$ cat config.mk
export PLATFORM = sky130hd
export DESIGN_NAME = bps_plan
export DESIGN_NICKNAME = d
export VERILOG_FILES = /design/src/rtl/bps_pkg.sv /design/src/rtl/bps_plan.sv
export SDC_FILE = /design/constraint.sdc
export NUM_CORES = 1
export LEC_CHECK = 0
export ABC_AREA = 1
export BUFFER_PORTS_ARGS = -buffer_cell sky130_fd_sc_hd__buf_2
export CAP_MARGIN = 10
export CORE_UTILIZATION = 54
export CTS_CLUSTER_SIZE = 28
export DETAILED_ROUTE_END_ITERATION = 8
export GPL_TIMING_DRIVEN = 0
export PLACE_DENSITY_LB_ADDON = 0.3
export SYNTH_ARGS = -nofsm -noshare
export SYNTH_HDL_FRONTEND = slang
export SYNTH_SLANG_ARGS = --single-unit
$ cat constraint.sdc
create_clock -name clock -period 20.6 [get_ports clock]
set_clock_uncertainty 0.15 [all_clocks]
set_input_delay 4.12 -clock clock [delete_from_list [all_inputs] [get_ports clock]]
set_output_delay 4.12 -clock clock [all_outputs]
set_load 0.02 [all_outputs]
$ cat src/rtl/bps_pkg.sv
// ---------------------------------------------------------------------------
// bps_pkg: shared types and constants of the block pacing schedule
// Register map, plan status codes and the structs between plan and datapath.
// ---------------------------------------------------------------------------
package bps_pkg;

   // Register indices from paddr[4:3] (byte address 8x index, data bus 64 bits)
   localparam int unsigned CSR_ADDR_W = 5;
   localparam logic [1:0] REG_BLOCK_SIZE = 2'd0;
   localparam logic [1:0] REG_TARGET_RATE = 2'd1;
   localparam logic [1:0] REG_RUN_SECONDS = 2'd2;

   localparam logic [31:0] BLOCK_SIZE_RST = 32'd4096;
   localparam logic [47:0] TARGET_RATE_RST = 48'd100000000000;
   localparam logic [31:0] RUN_SECONDS_RST = 32'd1;

   // Plan status codes
   localparam logic [2:0] STATUS_OK = 3'd0;
   localparam logic [2:0] STATUS_ZERO_SIZE = 3'd1;
   localparam logic [2:0] STATUS_ZERO_RATE = 3'd2;
   localparam logic [2:0] STATUS_ZERO_RUN = 3'd3;
   localparam logic [2:0] STATUS_OVERFLOW = 3'd4;

   localparam logic [29:0] NS_PER_SEC = 30'd1000000000;

   // Blocks per second never exceeds 2^45, so it fits in 46 bits
   localparam int unsigned BPS_W = 46;

   typedef struct packed {
      logic [31:0] block_size;
      logic [47:0] target_rate;
      logic [31:0] run_seconds;
   } cfg_type;

   typedef struct packed {
      logic        busy;
      logic [2:0]  status;
      logic [63:0] bps;
      logic [63:0] count;
      logic [63:0] bytes_ps;
      logic [63:0] total;
   } plan_type;

endpackage

$ cat src/rtl/bps_plan.sv
// ---------------------------------------------------------------------------
// bps_plan: sequential derivation of the pacing plan
// Checks the registers, divides the byte rate by the block size one bit a
// cycle and forms the three 64x32 plan products with a bit-serial multiplier.
// ---------------------------------------------------------------------------
module bps_plan
   import bps_pkg::*;
(
   input  logic     clock,
   input  logic     reset,
   input  logic     start,
   input  cfg_type  cfg,
   output plan_type plan
);

   typedef enum logic [2:0] {
      S_IDLE, S_CHECK, S_DIV, S_LOAD, S_MUL, S_DONE
   } state_type;

   state_type    state_ff;
   logic [45:0]  num_ff;
   logic [31:0]  drem_ff;
   logic [5:0]   cnt_ff;
   logic [1:0]   op_ff;
   logic [95:0]  acc_ff;
   logic [95:0]  mcand_ff;
   logic [31:0]  mplier_ff;
   logic         ovf_ff;
   logic [2:0]   status_ff;
   logic [63:0]  bps_ff;
   logic [63:0]  count_ff;
   logic [63:0]  bytes_ps_ff;
   logic [63:0]  total_ff;

   logic [32:0]  dshift;
   logic [32:0]  ddiff;
   logic         dfits;
   logic [95:0]  acc_sum;
   logic [45:0]  bytes_rate;

   // round the bit rate up to bytes
   assign bytes_rate = {1'b0, cfg.target_rate[47:3]} + {45'd0, |cfg.target_rate[2:0]};

   // one division step
   assign dshift = {drem_ff, num_ff[45]};
   assign ddiff  = dshift - {1'b0, cfg.block_size};
   assign dfits  = dshift >= {1'b0, cfg.block_size};

   // one multiplication step
   assign acc_sum = acc_ff + (mplier_ff[0] ? mcand_ff : 96'd0);

   always_ff @(posedge clock) begin
      if (reset) begin
         state_ff  <= S_CHECK;
         status_ff <= STATUS_OK;
      end else if (start) begin
         state_ff <= S_CHECK;
      end else begin
         unique case (state_ff)
            S_IDLE: begin
               state_ff <= S_IDLE;
            end
            S_CHECK: begin
               ovf_ff  <= 1'b0;
               op_ff   <= 2'd0;
               cnt_ff  <= 6'd0;
               num_ff  <= bytes_rate;
               drem_ff <= 32'd0;
               if (cfg.block_size == 32'd0) begin
                  status_ff <= STATUS_ZERO_SIZE;
                  state_ff  <= S_DONE;
               end else if (cfg.target_rate == 48'd0) begin
                  status_ff <= STATUS_ZERO_RATE;
                  state_ff  <= S_DONE;
               end else if (cfg.run_seconds == 32'd0) begin
                  status_ff <= STATUS_ZERO_RUN;
                  state_ff  <= S_DONE;
               end else begin
                  status_ff <= STATUS_OK;
                  state_ff  <= S_DIV;
               end
            end
            S_DIV: begin
               drem_ff <= dfits ? ddiff[31:0] : dshift[31:0];
               num_ff  <= {num_ff[44:0], dfits};
               cnt_ff  <= cnt_ff + 6'd1;
               if (cnt_ff == 6'd45) begin
                  state_ff <= S_LOAD;
               end
            end
            S_LOAD: begin
               // round the quotient up once the division is through
               if (op_ff == 2'd0) begin
                  bps_ff   <= {18'd0, num_ff} + {63'd0, drem_ff != 32'd0};
                  mcand_ff <= {50'd0, num_ff} + {95'd0, drem_ff != 32'd0};
                  mplier_ff <= cfg.block_size;
               end else if (op_ff == 2'd1) begin
                  mcand_ff  <= {32'd0, bps_ff};
                  mplier_ff <= cfg.run_seconds;
               end else begin
                  mcand_ff  <= {32'd0, count_ff};
                  mplier_ff <= cfg.block_size;
               end
               acc_ff   <= 96'd0;
               cnt_ff   <= 6'd0;
               state_ff <= S_MUL;
            end
            S_MUL: begin
               acc_ff    <= acc_sum;
               mcand_ff  <= {mcand_ff[94:0], 1'b0};
               mplier_ff <= {1'b0, mplier_ff[31:1]};
               cnt_ff    <= cnt_ff + 6'd1;
               if (cnt_ff == 6'd31) begin
                  ovf_ff <= ovf_ff | (|acc_sum[95:64]);
                  if (op_ff == 2'd0) begin
                     bytes_ps_ff <= acc_sum[63:0];
                  end else if (op_ff == 2'd1) begin
                     count_ff <= acc_sum[63:0];
                  end else begin
                     total_ff <= acc_sum[63:0];
                  end
                  op_ff    <= op_ff + 2'd1;
                  state_ff <= (op_ff == 2'd2) ? S_DONE : S_LOAD;
               end
            end
            S_DONE: begin
               // drop the plan on any error
               if (status_ff != STATUS_OK || ovf_ff) begin
                  if (status_ff == STATUS_OK) begin
                     status_ff <= STATUS_OVERFLOW;
                  end
                  bps_ff      <= 64'd0;
                  count_ff    <= 64'd0;
                  bytes_ps_ff <= 64'd0;
                  total_ff    <= 64'd0;
               end
               state_ff <= S_IDLE;
            end
            default: begin
               state_ff <= S_IDLE;
            end
         endcase
      end
   end

   assign plan.busy     = state_ff != S_IDLE;
   assign plan.status   = status_ff;
   assign plan.bps      = bps_ff;
   assign plan.count    = count_ff;
   assign plan.bytes_ps = bytes_ps_ff;
   assign plan.total    = total_ff;

endmodule

==> metrics.cfg <==
[floorplan]
core-area_mm2 = 0.06586
start_util_pct = 54.72
die_h_um = 260.3
die_w_um = 260.3
ioPinCount = 375
row_count = 94
dieArea_mm2 = 0.06778

[yosys]
synth_top_area_share_pct = 45.83
yosysUniqueCellTypes = 56
synth.yosys.seq_area_share_pct = 46.16
synth_warnings = 0
netlist_top_cells_area = edfxtp_1 46%, nand2_1 15%, inv_1 8.3%, nor2_1 6.4%, ha_1 4.7%
synth_area_mm2 = 0.03604
yosys_most_used_dff = edfxtp_1
synth-edff-count = 550
syn_avg_cell_area_um2 = 7.694
yosysTopAreaCell = edfxtp_1
ys_async_sr_fraction_pct = 0
syn_inst = 4684
ys_ff_latch = 556

[sta]
post-route-period-util_pct = 31.40
hold_viol = 0
clock.fmax_mhz = 154.6
finalMaxSlewViolations = 0
setup_violations = 0
rsz0062_at_grt = no
slew-limit-headroom_pct = 16.38
period_needed_ns = 6.468
tightest_slew_ns = 1.254
fin_tns_setup_ns = 0

[clock_tree]
h-tree-depth = 2
insertion_delay_ns = 0.65
cts_tree = built
cts_resized = 0
clock_sinks = 556
cts_setup_buffers = 0
root_buffer = clkbuf_16
cts_buffer_depth = 3
clkTransAtPathRegs_ns = 0.06
cts_buffers = 59
hold_buffers = 0

[min_path]
hold_path.class = flop to flop

[grt]
antenna_found_initial = 1
grt_overflow_total = 0
grt_usage_pct = 37.05
grt_pass1_wl_mm = 188.1
grt_pass1_vias = 31940
grt_max_degree = 32

[placed_design]
portBuffers = 357
dp_hpwl_mm = 104.2
globalplace.congestion = 1.107

[power_and_ir_drop]
power_uw = 2580
p_leak_uw = 0.01955
ir_drop_mv = 0.07617
p_per_area_mw_per_mm2 = 62.23

[job]
cap_violations = 0

[detailed_routing]
wl_per_cell_um = 20.97
viasPerCell = 5.485
drt-pass1-iter-count = 6
finalWirelength_mm = 127.3
drtAntennaViolNets = 0
vias = 33290
first_iter_violations = 3342
route.detailed.drc = 0

[worst_setup_path]
arrival_ns = 6.73
cp_max_fo = 4
worstSetupPathType = primary input to flop
startpoint_type = primary input
cp.required_ns = 20.86
endpoint_kind = flop

[final_layout]
fin_nets = 5404
areaGrowthSynthToFinish_pct = 15.01
layout-drive-gt1-share_pct = 10.81

[run_status]
outcome = finished, final reports clean

-- cells in the final DEF, fill, tap and decap left out, drive strengths merged, types with 2 or more instances in the layout --
master / count
clkbuf: 146
dfxtp: 6
o211ai: 6
inv: 805
a21o: 3
nand3b: 11
nand4: 68
a31oi: 11
bufinv: 6
and3: 2
or2: 4
o21a: 5
nand3: 148
diode: 4
clkinvlp: 7
o21ai: 167
nor3: 69
edfxtp: 550
xnor2: 56
fa: 2
nor4: 61
xor2: 100
and2: 8
o31ai: 2
nor2: 631
ha: 136
conb: 17
a21oi: 224
o21bai: 23
nand2: 1410
clkinv: 27
buf: 430
a22oi: 2
a21boi: 2
a221oi: 48
or3: 2
-- Yosys cell counts (3+ instances only) --
library cell	number
nand2_1	1404
inv_1	797
nor2_1	618
edfxtp_1	550
a21oi_1	222
o21ai_0	158
nand3_1	144
ha_1	136
xor2_1	100
clkbuf_1	78
nand4_1	67
nor3_1	66
xnor2_1	56
nor4_1	55
a221oi_1	48
o21bai_1	23
buf_4	17
buf_1	14
a31oi_1	11
nand3b_1	11
nor2_2	10
o21ai_1	7
and2_1	6
buf_6	6
dfxtp_1	6
nor4_2	6
o211ai_1	6
nand2_2	5
o21a_1	5
inv_2	4
nand3_2	4
or2_2	4
a21o_1	3
buf_2	3
nor2_4	3
-- routing by layer --
metal  GRT usage (%)  vias up  routed length [um]
met5               0        -                   0
met4           21.72        0                8323
met3           5.740      317                9806
met2           61.34     1523               59430
met1           45.92    15400               49710
li1                -    16050                   -
-- cells by family after synthesis --
| family | after synthesis | synth area share, % |
|---|---|---|
| compound gates | 496 | 7.811 |
| fa+ha+maj | 138 | 4.833 |
| xor+xnor | 156 | 3.791 |
| flops | 556 | 46.16 |
| buf+inv | 920 | 9.894 |
| simple gates | 2417 | 27.50 |
| other cells | 1 | 0.01041 |
-- critical path, cell delays in order --
cell,delay (ns)
buf_2,0.16
ha_1,0.28
fa_1,0.43
o21ai_0,0.34
nand2_1,0.10
nand2_1,0.14
nand2_1,0.07
nand2_1,0.14
a21oi_1,0.14
o21bai_1,0.24
a21oi_1,0.15
or2_2,0.29
nand4_1,0.09
nand2_1,0.05
-- power by group --
group          switching (uW)  total, uW  internal, uW
Combinational             154        223          69.1
Clock                     486       1090           605
Sequential               9.92       1270          1260
-- final cells by class --
type                            instances  area, um2
Sequential cell                       556      16640
Tap cell                              864       1081
Fill cell                            5899      24410
Inverter                              802       3010
Clock buffer                           68       1510
Antenna cell                            4      10.01
Clock inverter                         43      426.7
Buffer                                118      555.5
Timing Repair Buffer                  390       2276
Multi-Input combinational cell       3224      15940
-- registers in the layout (all words and copies together), names as in the netlist --
name and cells:
status_ff 3, drem_ff 32, bps_ff 47, total_ff 64, mplier_ff 32, cnt_ff 6
bytes_ps_ff 64, acc_ff 96, ovf_ff 1, op_ff 2, state_ff 3, mcand_ff 96
count_ff 64, num_ff 46
-- metrics by stage --
step / utilization (%) / instance area, um2 / worst slack (ns) / hold slack (ns) / instances
after floorplan: - / 36100 / 4.407 / 0.3500 / 4700
after global placement: 59.16 / 38970 / -0.5526 / 0.3148 / 5921
after detailed placement: 59.98 / 39500 / 13.51 / 0.3256 / 5954
after CTS: 62.92 / 41440 / 14.17 / 0.3367 / 6065
after global routing: 62.92 / 41440 / 14.01 / 0.3706 / 6065
final: 62.93 / 41450 / 14.13 / 0.3448 / 6069
-- worst paths after layout --
path	from	endpoint	slack (ns)	cells past startpoint
worst max register to register	mplier_ff[0]	ovf_ff	14.54	26
worst min register to register	status_ff[1]	status_ff[1]	0.34	2
worst min-delay path	status_ff[1]	status_ff[1]	0.34	2
worst max-delay path	cfg[80]	drem_ff[22]	14.13	14
Power figures use the tool's default switching activity.
