## config.mk

```make
export PLATFORM = sky130hd
export DESIGN_NAME = bps_cell
export DESIGN_NICKNAME = d
export VERILOG_FILES = /design/src/rtl/bps_cell.sv
export SDC_FILE = /design/constraint.sdc
export NUM_CORES = 1
export LEC_CHECK = 0
export ABC_CLOCK_PERIOD_IN_PS = 4000
export BUFFER_PORTS_ARGS = -buffer_cell sky130_fd_sc_hd__buf_2
export CELL_PAD_IN_SITES_DETAIL_PLACEMENT = 0
export CELL_PAD_IN_SITES_GLOBAL_PLACEMENT = 1
export CORE_AREA = 5 5 143 145
export CTS_CLUSTER_SIZE = 14
export DETAILED_ROUTE_END_ITERATION = 8
export DIE_AREA = 0 0 148 150
export PLACE_DENSITY = 0.8
export SYNTH_ARGS = -nofsm -noshare
export SYNTH_HDL_FRONTEND = slang
export SYNTH_SLANG_ARGS = --single-unit
```

## constraint.sdc

```tcl
create_clock -name clock -period 4 [get_ports clock]
set_input_delay 1 -clock clock [delete_from_list [all_inputs] [get_ports clock]]
set_output_delay 1 -clock clock [all_outputs]
set_load 0.01 [all_outputs]
```

## src/rtl/bps_cell.sv

```systemverilog
// ---------------------------------------------------------------------------
// bps_cell: one restoring-division step of the pacing datapath
// Shifts one dividend bit into the partial remainder, subtracts the divisor
// when it fits and shifts the quotient bit into the word.
// ---------------------------------------------------------------------------
module bps_cell #(
   parameter int RW = 46,
   parameter int WW = 64
) (
   input  logic          clock,
   input  logic          reset,
   input  logic          enable,
   input  logic [RW-1:0] divisor,
   input  logic          in_valid,
   input  logic [RW-1:0] in_rem,
   input  logic [WW-1:0] in_word,
   output logic          out_valid,
   output logic [RW-1:0] out_rem,
   output logic [WW-1:0] out_word
);

   logic          valid_ff;
   logic [RW-1:0] rem_ff;
   logic [WW-1:0] word_ff;
   logic [RW:0]   shifted;
   logic [RW:0]   diff;
   logic          fits;
   logic [RW-1:0] rem_in;
   logic [WW-1:0] word_in;

   // trial subtract of the divisor
   assign shifted = {in_rem, in_word[WW-1]};
   assign diff    = shifted - {1'b0, divisor};
   assign fits    = shifted >= {1'b0, divisor};
   assign rem_in  = fits ? diff[RW-1:0] : shifted[RW-1:0];
   assign word_in = {in_word[WW-2:0], fits};

   // advance when the pipe moves
   always_ff @(posedge clock) begin
      if (reset) begin
         valid_ff <= 1'b0;
      end else if (enable) begin
         valid_ff <= in_valid;
      end
   end

   always_ff @(posedge clock) begin
      if (enable) begin
         rem_ff  <= rem_in;
         word_ff <= word_in;
      end
   end

   assign out_valid = valid_ff;
   assign out_rem   = rem_ff;
   assign out_word  = word_ff;

endmodule

```

==> run metrics, run 1 <==
status finished, final reports clean; Vias 6201; flop-to-flop setup slack 3420 ps; asr flop ratio synth 0%; Clock Skew 0 ps; initial antenna violation count 2; final-report setup violation count 0; Core Area 19100 um2; Mapped Area 7090 um2; Final min period 3850 ps; Initial Utilization 37.2%; Post-DP HPWL 18.6 mm; Routed wire per std cell 18.3 um; Die Width 148 um; pin count of the biggest net entering global routing 48; share of post-route cells with drive strength above 1 41.6%; vias in the first global route 6216; startpoint types primary input; met2 GRT Util 32.7%; worst-path fanout max 4; Clock Root Buffer clkbuf_16; clk slew on worst S/H paths 80 ps; M3 GR Usage 5.15%; Yosys cell types 60; Num CTS Buffers 9; Rel. slew slack 24.4%; syn avg cell area 10.9 um2; GP Congestion 0.930; PwrDens 370 nW/um2; IO Port Bufs 270; clock buffer depth 2; Final Hold Violating Endpoints 0; Fillers 1793; I/O pins 271; clock latency on the worst-skew pair 350 ps; Routed Wire Length 22.6 mm; CP Capture Type register; Final Cycle Share 96.2%; Total GRT Usage 19.6%; Most used DFF post-synth edfxtp_1; Hold WC Path Type register to register; Post-Syn Instances 651; syn nets 858; Placed Instances 1214; GRT Residual Overflow 0; DRT antenna net count 0; Req. time, crit path 4110 ps; RSZ-0062 raised after global routing no; fin nets 1194; highest clock rate 0.260 GHz; CTS tree done; Non-Filler Instances 1231; Area growth syn-to-layout 34.2%; DRT iter0 DRCs 331; Residual DRC 0; Yosys warning total 0; Leak 4.41 nW; Post-synth EDFFs 110; cts hold-fix bufs 0; first-pass GRT wire length 33.7 mm; drt via density 5.04; total power 3.52 mW; drt first pass iters 7; Peak VDD IR 176 uV; GR peak layer met2; H-tree levels 3; Seq cells post-synth 111; Clock Sinks 111; measured slew at the worst slew-check pin 1130 ps; Critical Path AT 3950 ps; fin. max-slew vios 0; Seq/Total Area, Yosys 46.9%; CP Class primary input to register; max_cap viols 0; end-of-flow core utilization 49.9%; die span in y 150 um; Cell Rows 51; die area 22200 um2; met1 Use GR 24.9%
[sequential cells by signal, indices dropped and copies added, names as in the netlist]
name	cells
out_word	64
out_valid	1
out_rem	46
[metal layers]
| layer | vias up | share of wire, % | wire length [um] |
|---|---|---|---|
| met4 | 2 | 1.7 | 383 |
| met2 | 212 | 47 | 10700 |
| met5 | - | 0.062 | 14 |
| met1 | 2891 | 43 | 9680 |
| met3 | 23 | 8.1 | 1840 |
| li1 | 3073 | - | - |
[path summary, 6_finish.rpt]
check / from / to / depth (start not counted)
worst max register to register: out_valid / out_valid / 2
worst min-delay path: out_valid / out_valid / 2
worst max-delay path: divisor[0] / out_rem[42] / 13
worst min register to register: out_valid / out_valid / 2
[synthesized netlist by cell type (4+ instances only)]
cell type	instances	share of area, %
a21oi_1	55	3.9
clkbuf_1	14	0.74
mux2_4	28	5.9
nand3_1	17	1.2
nand4_1	19	1.7
a221oi_1	4	0.49
o31ai_1	7	0.74
nand2_1	41	2.2
xnor2_1	25	3.1
mux2_2	5	0.79
nor3b_1	4	0.42
a21o_1	24	2.5
buf_2	9	0.64
nor3_1	9	0.64
nand2b_1	5	0.44
o21bai_1	8	0.85
xor2_1	14	1.7
o21a_1	8	0.85
o21ai_0	37	2.6
edfxtp_1	110	47
inv_1	63	3.3
a211oi_1	10	1.1
nor2_1	32	1.7
ha_1	46	8.1
[power breakdown]
group          switching (mW)  internal, mW  total [mW]
registers              0.0320          1.44        1.47
clock network           0.501         0.457       0.958
logic                   0.566         0.521        1.09
[cells by family after synthesis]
group | Yosys count | share of synthesized area, %
fa+ha+maj | 47 | 8.40
flops | 111 | 46.9
buf+inv | 92 | 5.95
xor+xnor | 39 | 4.82
simple gates | 146 | 10.4
mux | 36 | 7.15
compound gates | 180 | 16.4
[placed cells by master (no fill, tap or decap), types with 3 or more instances in the layout]
cell,instances
nor3b_1,4
a211oi_1,10
nand2b_1,5
xor2_1,14
and3_1,3
a21o_1,24
nor2b_1,3
buf_4,84
nand3_1,17
edfxtp_1,110
mux2_4,28
nand2_1,41
o21ai_0,37
o211ai_1,3
nor3_1,9
a21oi_1,55
o21bai_1,8
nand4_1,19
o21a_1,8
ha_1,46
a221oi_1,4
clkbuf_16,9
nor2_1,32
buf_2,269
inv_1,63
mux2i_1,3
xnor2_1,25
o31ai_1,7
mux2_2,5
[stage by stage]
stage	setup WS [ps]	instance area, um2	TNS (ps)	hold WS (ps)
after detailed placement	-231	9200	-6070	478
after global placement	-179	9200	-4450	471
final	153	9520	0	495
after floorplan	363	7090	0	528
after CTS	155	9520	0	497
after global routing	7.07	9520	0	518
[layout make-up]
| cell class | count | area (um2) | area share [%] |
|---|---|---|---|
| clock buffer | 9 | 225 | 2.37 |
| tap | 238 | 298 | 3.13 |
| multi-input combinational | 448 | 3350 | 35.2 |
| sequential | 111 | 3320 | 34.9 |
| clock inverter | 7 | 88.8 | 0.933 |
| antenna | 1 | 2.50 | 0.0263 |
| timing repair buffer | 354 | 2000 | 21.0 |
| inverter | 63 | 236 | 2.48 |
[critical path: stages]
cell	delay [ps]
buf_2	110
ha_1	190
inv_1	70
fa_1	200
a21o_1	180
a221oi_1	100
buf_4	150
o221a_2	250
a211oi_1	460
o21ai_1	290
o41ai_1	520
xor2_1	130
mux2_4	290
[what timing repair did]
item                                   in CTS  in global routing
setup endpoints to repair                   0                  5
endpoints found under the hold margin       0                  0
resized for setup                           0                  0
setup buffers                               0                  0
Power figures use the tool's default switching activity.
==> inputs of run 2 (changes only) <==
Settings changed: ABC_CLOCK_PERIOD_IN_PS 4000 to 3200, CORE_AREA 5 5 143 145 to 5 5 151 153, DIE_AREA 0 0 148 150 to 0 0 156 158, PLACE_DENSITY 0.8 to 0.75.
Clock period 4 ns to 3.2 ns, I/O delays scaled along.
==> run 2 against run 1 <==
Net effect:
- power is 32% higher
- design area increased by 9.0%
- flip-flop and latch count did not move
- sequential share of layout area shrank 2.9 points
- cell count grew 9.4%
- worst setup slack got worse by 95 ps
- critical path depth stayed put
- critical endpoint unchanged
==> run metrics, run 2 (synthesized netlist as in run 1, its figures left out) <==
status finished, final reports clean; PwrDens 447 nW/um2 (+21%); Clock Sinks 111 (unchanged); DRT antenna net count 0 (unchanged); first-pass GRT wire length 35.4 mm (+4.9%); Req. time, crit path 3320 ps (-790 ps); measured slew at the worst slew-check pin 815 ps (-316 ps); Area growth syn-to-layout 46.2%; Critical Path AT 3260 ps (-690 ps); GP Congestion 0.851 (-8.5%); Final Hold Violating Endpoints 0 (unchanged); most frequent cells in the layout buf_2, buf_4, edfxtp_1, inv_1, a21oi_1; fin. max-slew vios 0 (unchanged); Sw Ratio 30.6% (-0.58 points); drt first pass iters 5 (-2); Final min period 3140 ps; clk slew on worst S/H paths 80 ps (about the same); max_cap viols 0 (unchanged); internal power 3.21 mW (+33%); CP Capture Type register; Placed Instances 1325 (+9.1%); Routed Wire Length 23.8 mm (+5.3%); cts hold-fix bufs 0 (unchanged); CP peak stage delay 350 ps (-170 ps); highest clock rate 0.318 GHz; Peak VDD IR 254 uV (+44%); Clk pwr share 27.2% (about the same); vias in the first global route 6582 (+5.9%); I/O pins 271 (unchanged); Rel. slew slack 45.6% (+21 points); Largest register FFs 64 (unchanged); Gate power share 33.0% (+2.1 points); CTS tree done; Routed wire per std cell 17.7 um (-3.7%); H-tree levels 3 (unchanged); Total GRT Usage 18.4% (-1.2 points); Leak 4.82 nW (+9.2%); worst-path fanout max 4 (unchanged); Final Cycle Share 98.2%; commonest non-fill, non-tap cell in the layout buf_2; CP Buf/Inv Count 3 (unchanged); startpoint types primary input; pin count of the biggest net entering global routing 48 (unchanged); GRT Residual Overflow 0 (unchanged); drt via density 4.84 (-4.0%); Largest delay share family, worst path compound AO/OA/AOI/OAI gates; Core Area 21400 um2 (+12%); RSZ-0062 raised after global routing yes; die area 24600 um2 (+11%); DRT iter0 DRCs 396 (+20%); IO Port Bufs 270 (unchanged); Flop pwr share 39.8% (-2.1 points); clock buffer depth 2 (unchanged); initial antenna violation count 1 (-1); Initial Utilization 33.1% (-4.1 points); Num CTS Buffers 9 (unchanged); CP Class primary input to register; die span in y 158 um (+5.3%); CP cell instances buf_8, inv_4, ha_4, inv_2, fa_2, a21o_1, a221oi_2, o221a_2, a211oi_4, o21ai_4, o41ai_2, xor2_1, mux2_4; switching pwr 1.42 mW (+29%); end-of-flow core utilization 48.4% (-1.5 points); share of post-route cells with drive strength above 1 48.3% (+6.7 points); final-report setup violation count 0 (unchanged); Die Width 156 um (+5.4%); Residual DRC 0 (unchanged); Vias 6514 (+5.0%); Clock Skew 0 ps (unchanged); clock latency on the worst-skew pair 360 ps (about the same); Hold WC Path Type register to register; Non-Filler Instances 1347 (+9.4%); Cell Rows 54 (+5.9%); Crit-path slowest cell fa_2; Post-DP HPWL 19.7 mm (+5.6%); fin nets 1268 (+6.2%); Clock Root Buffer clkbuf_16; total power 4.63 mW (+32%)
## run 2: final timing paths
kind	endpoint	from	cells after the start	slack [ps]
setup / recovery	out_rem[42]	in_word[63]	13	60
setup reg to reg	out_valid	out_valid	2	2620
hold reg to reg	out_valid	out_valid	2	490
hold / removal	out_valid	out_valid	2	490
## run 2: per-stage QoR
step / setup TNS, ps / worst slack [ps] / hold slack, ps / instance area [um2]
2_1_floorplan: 0 / 2.91 / 528 / 7180
3_3_place_gp: -12560 / -424 / 468 / 9880
3_5_place_dp: -14640 / -480 / 478 / 9880
4_1_cts: 0 / 3.61 / 498 / 10200
5_1_grt: -219 / -25.6 / 526 / 10400
6_report: 0 / 58.1 / 490 / 10400
## run 2: worst min-delay path, cell delays in order, from the launching register on
cell and delay (ps):
dfxtp_1 330, mux2i_1 60, nor2_1 70
## run 2: power groups by stage
stage | logic [mW] | clock network, mW | registers, mW
floorplan | 0.709 | 0 | 1.97
global placement | 1.48 | 0 | 1.87
detailed placement | 1.49 | 0 | 1.88
CTS | 1.51 | 1.30 | 1.85
global route | 1.66 | 1.35 | 1.86
finish | 1.53 | 1.26 | 1.84
## run 2: layout make-up
cell class / count / area [um2]
multi-input cells: 448 / 3520
fillers: 2029 / 11000
diodes: 1 / 2.50
well taps: 280 / 350
repair buffers: 428 / 2600
clock inverters: 7 / 110
clock buffers: 9 / 225
inverters: 63 / 239
flip-flops and latches: 111 / 3320
## run 2: metal layers
layer  vias up  track usage, %  wire (um)
met2       243            32.5      11600
met5         -               0          0
met1      3042            22.9      10100
met3        14            4.78       1900
met4         0            3.50        192
li1       3215               -          -
## run 2: what timing repair did
action	in CTS	in global routing
endpoints found under the setup margin	7	43
setup buffers	1	6
gates resized for setup	4	24
pin swaps	2	10
cloned	0	0
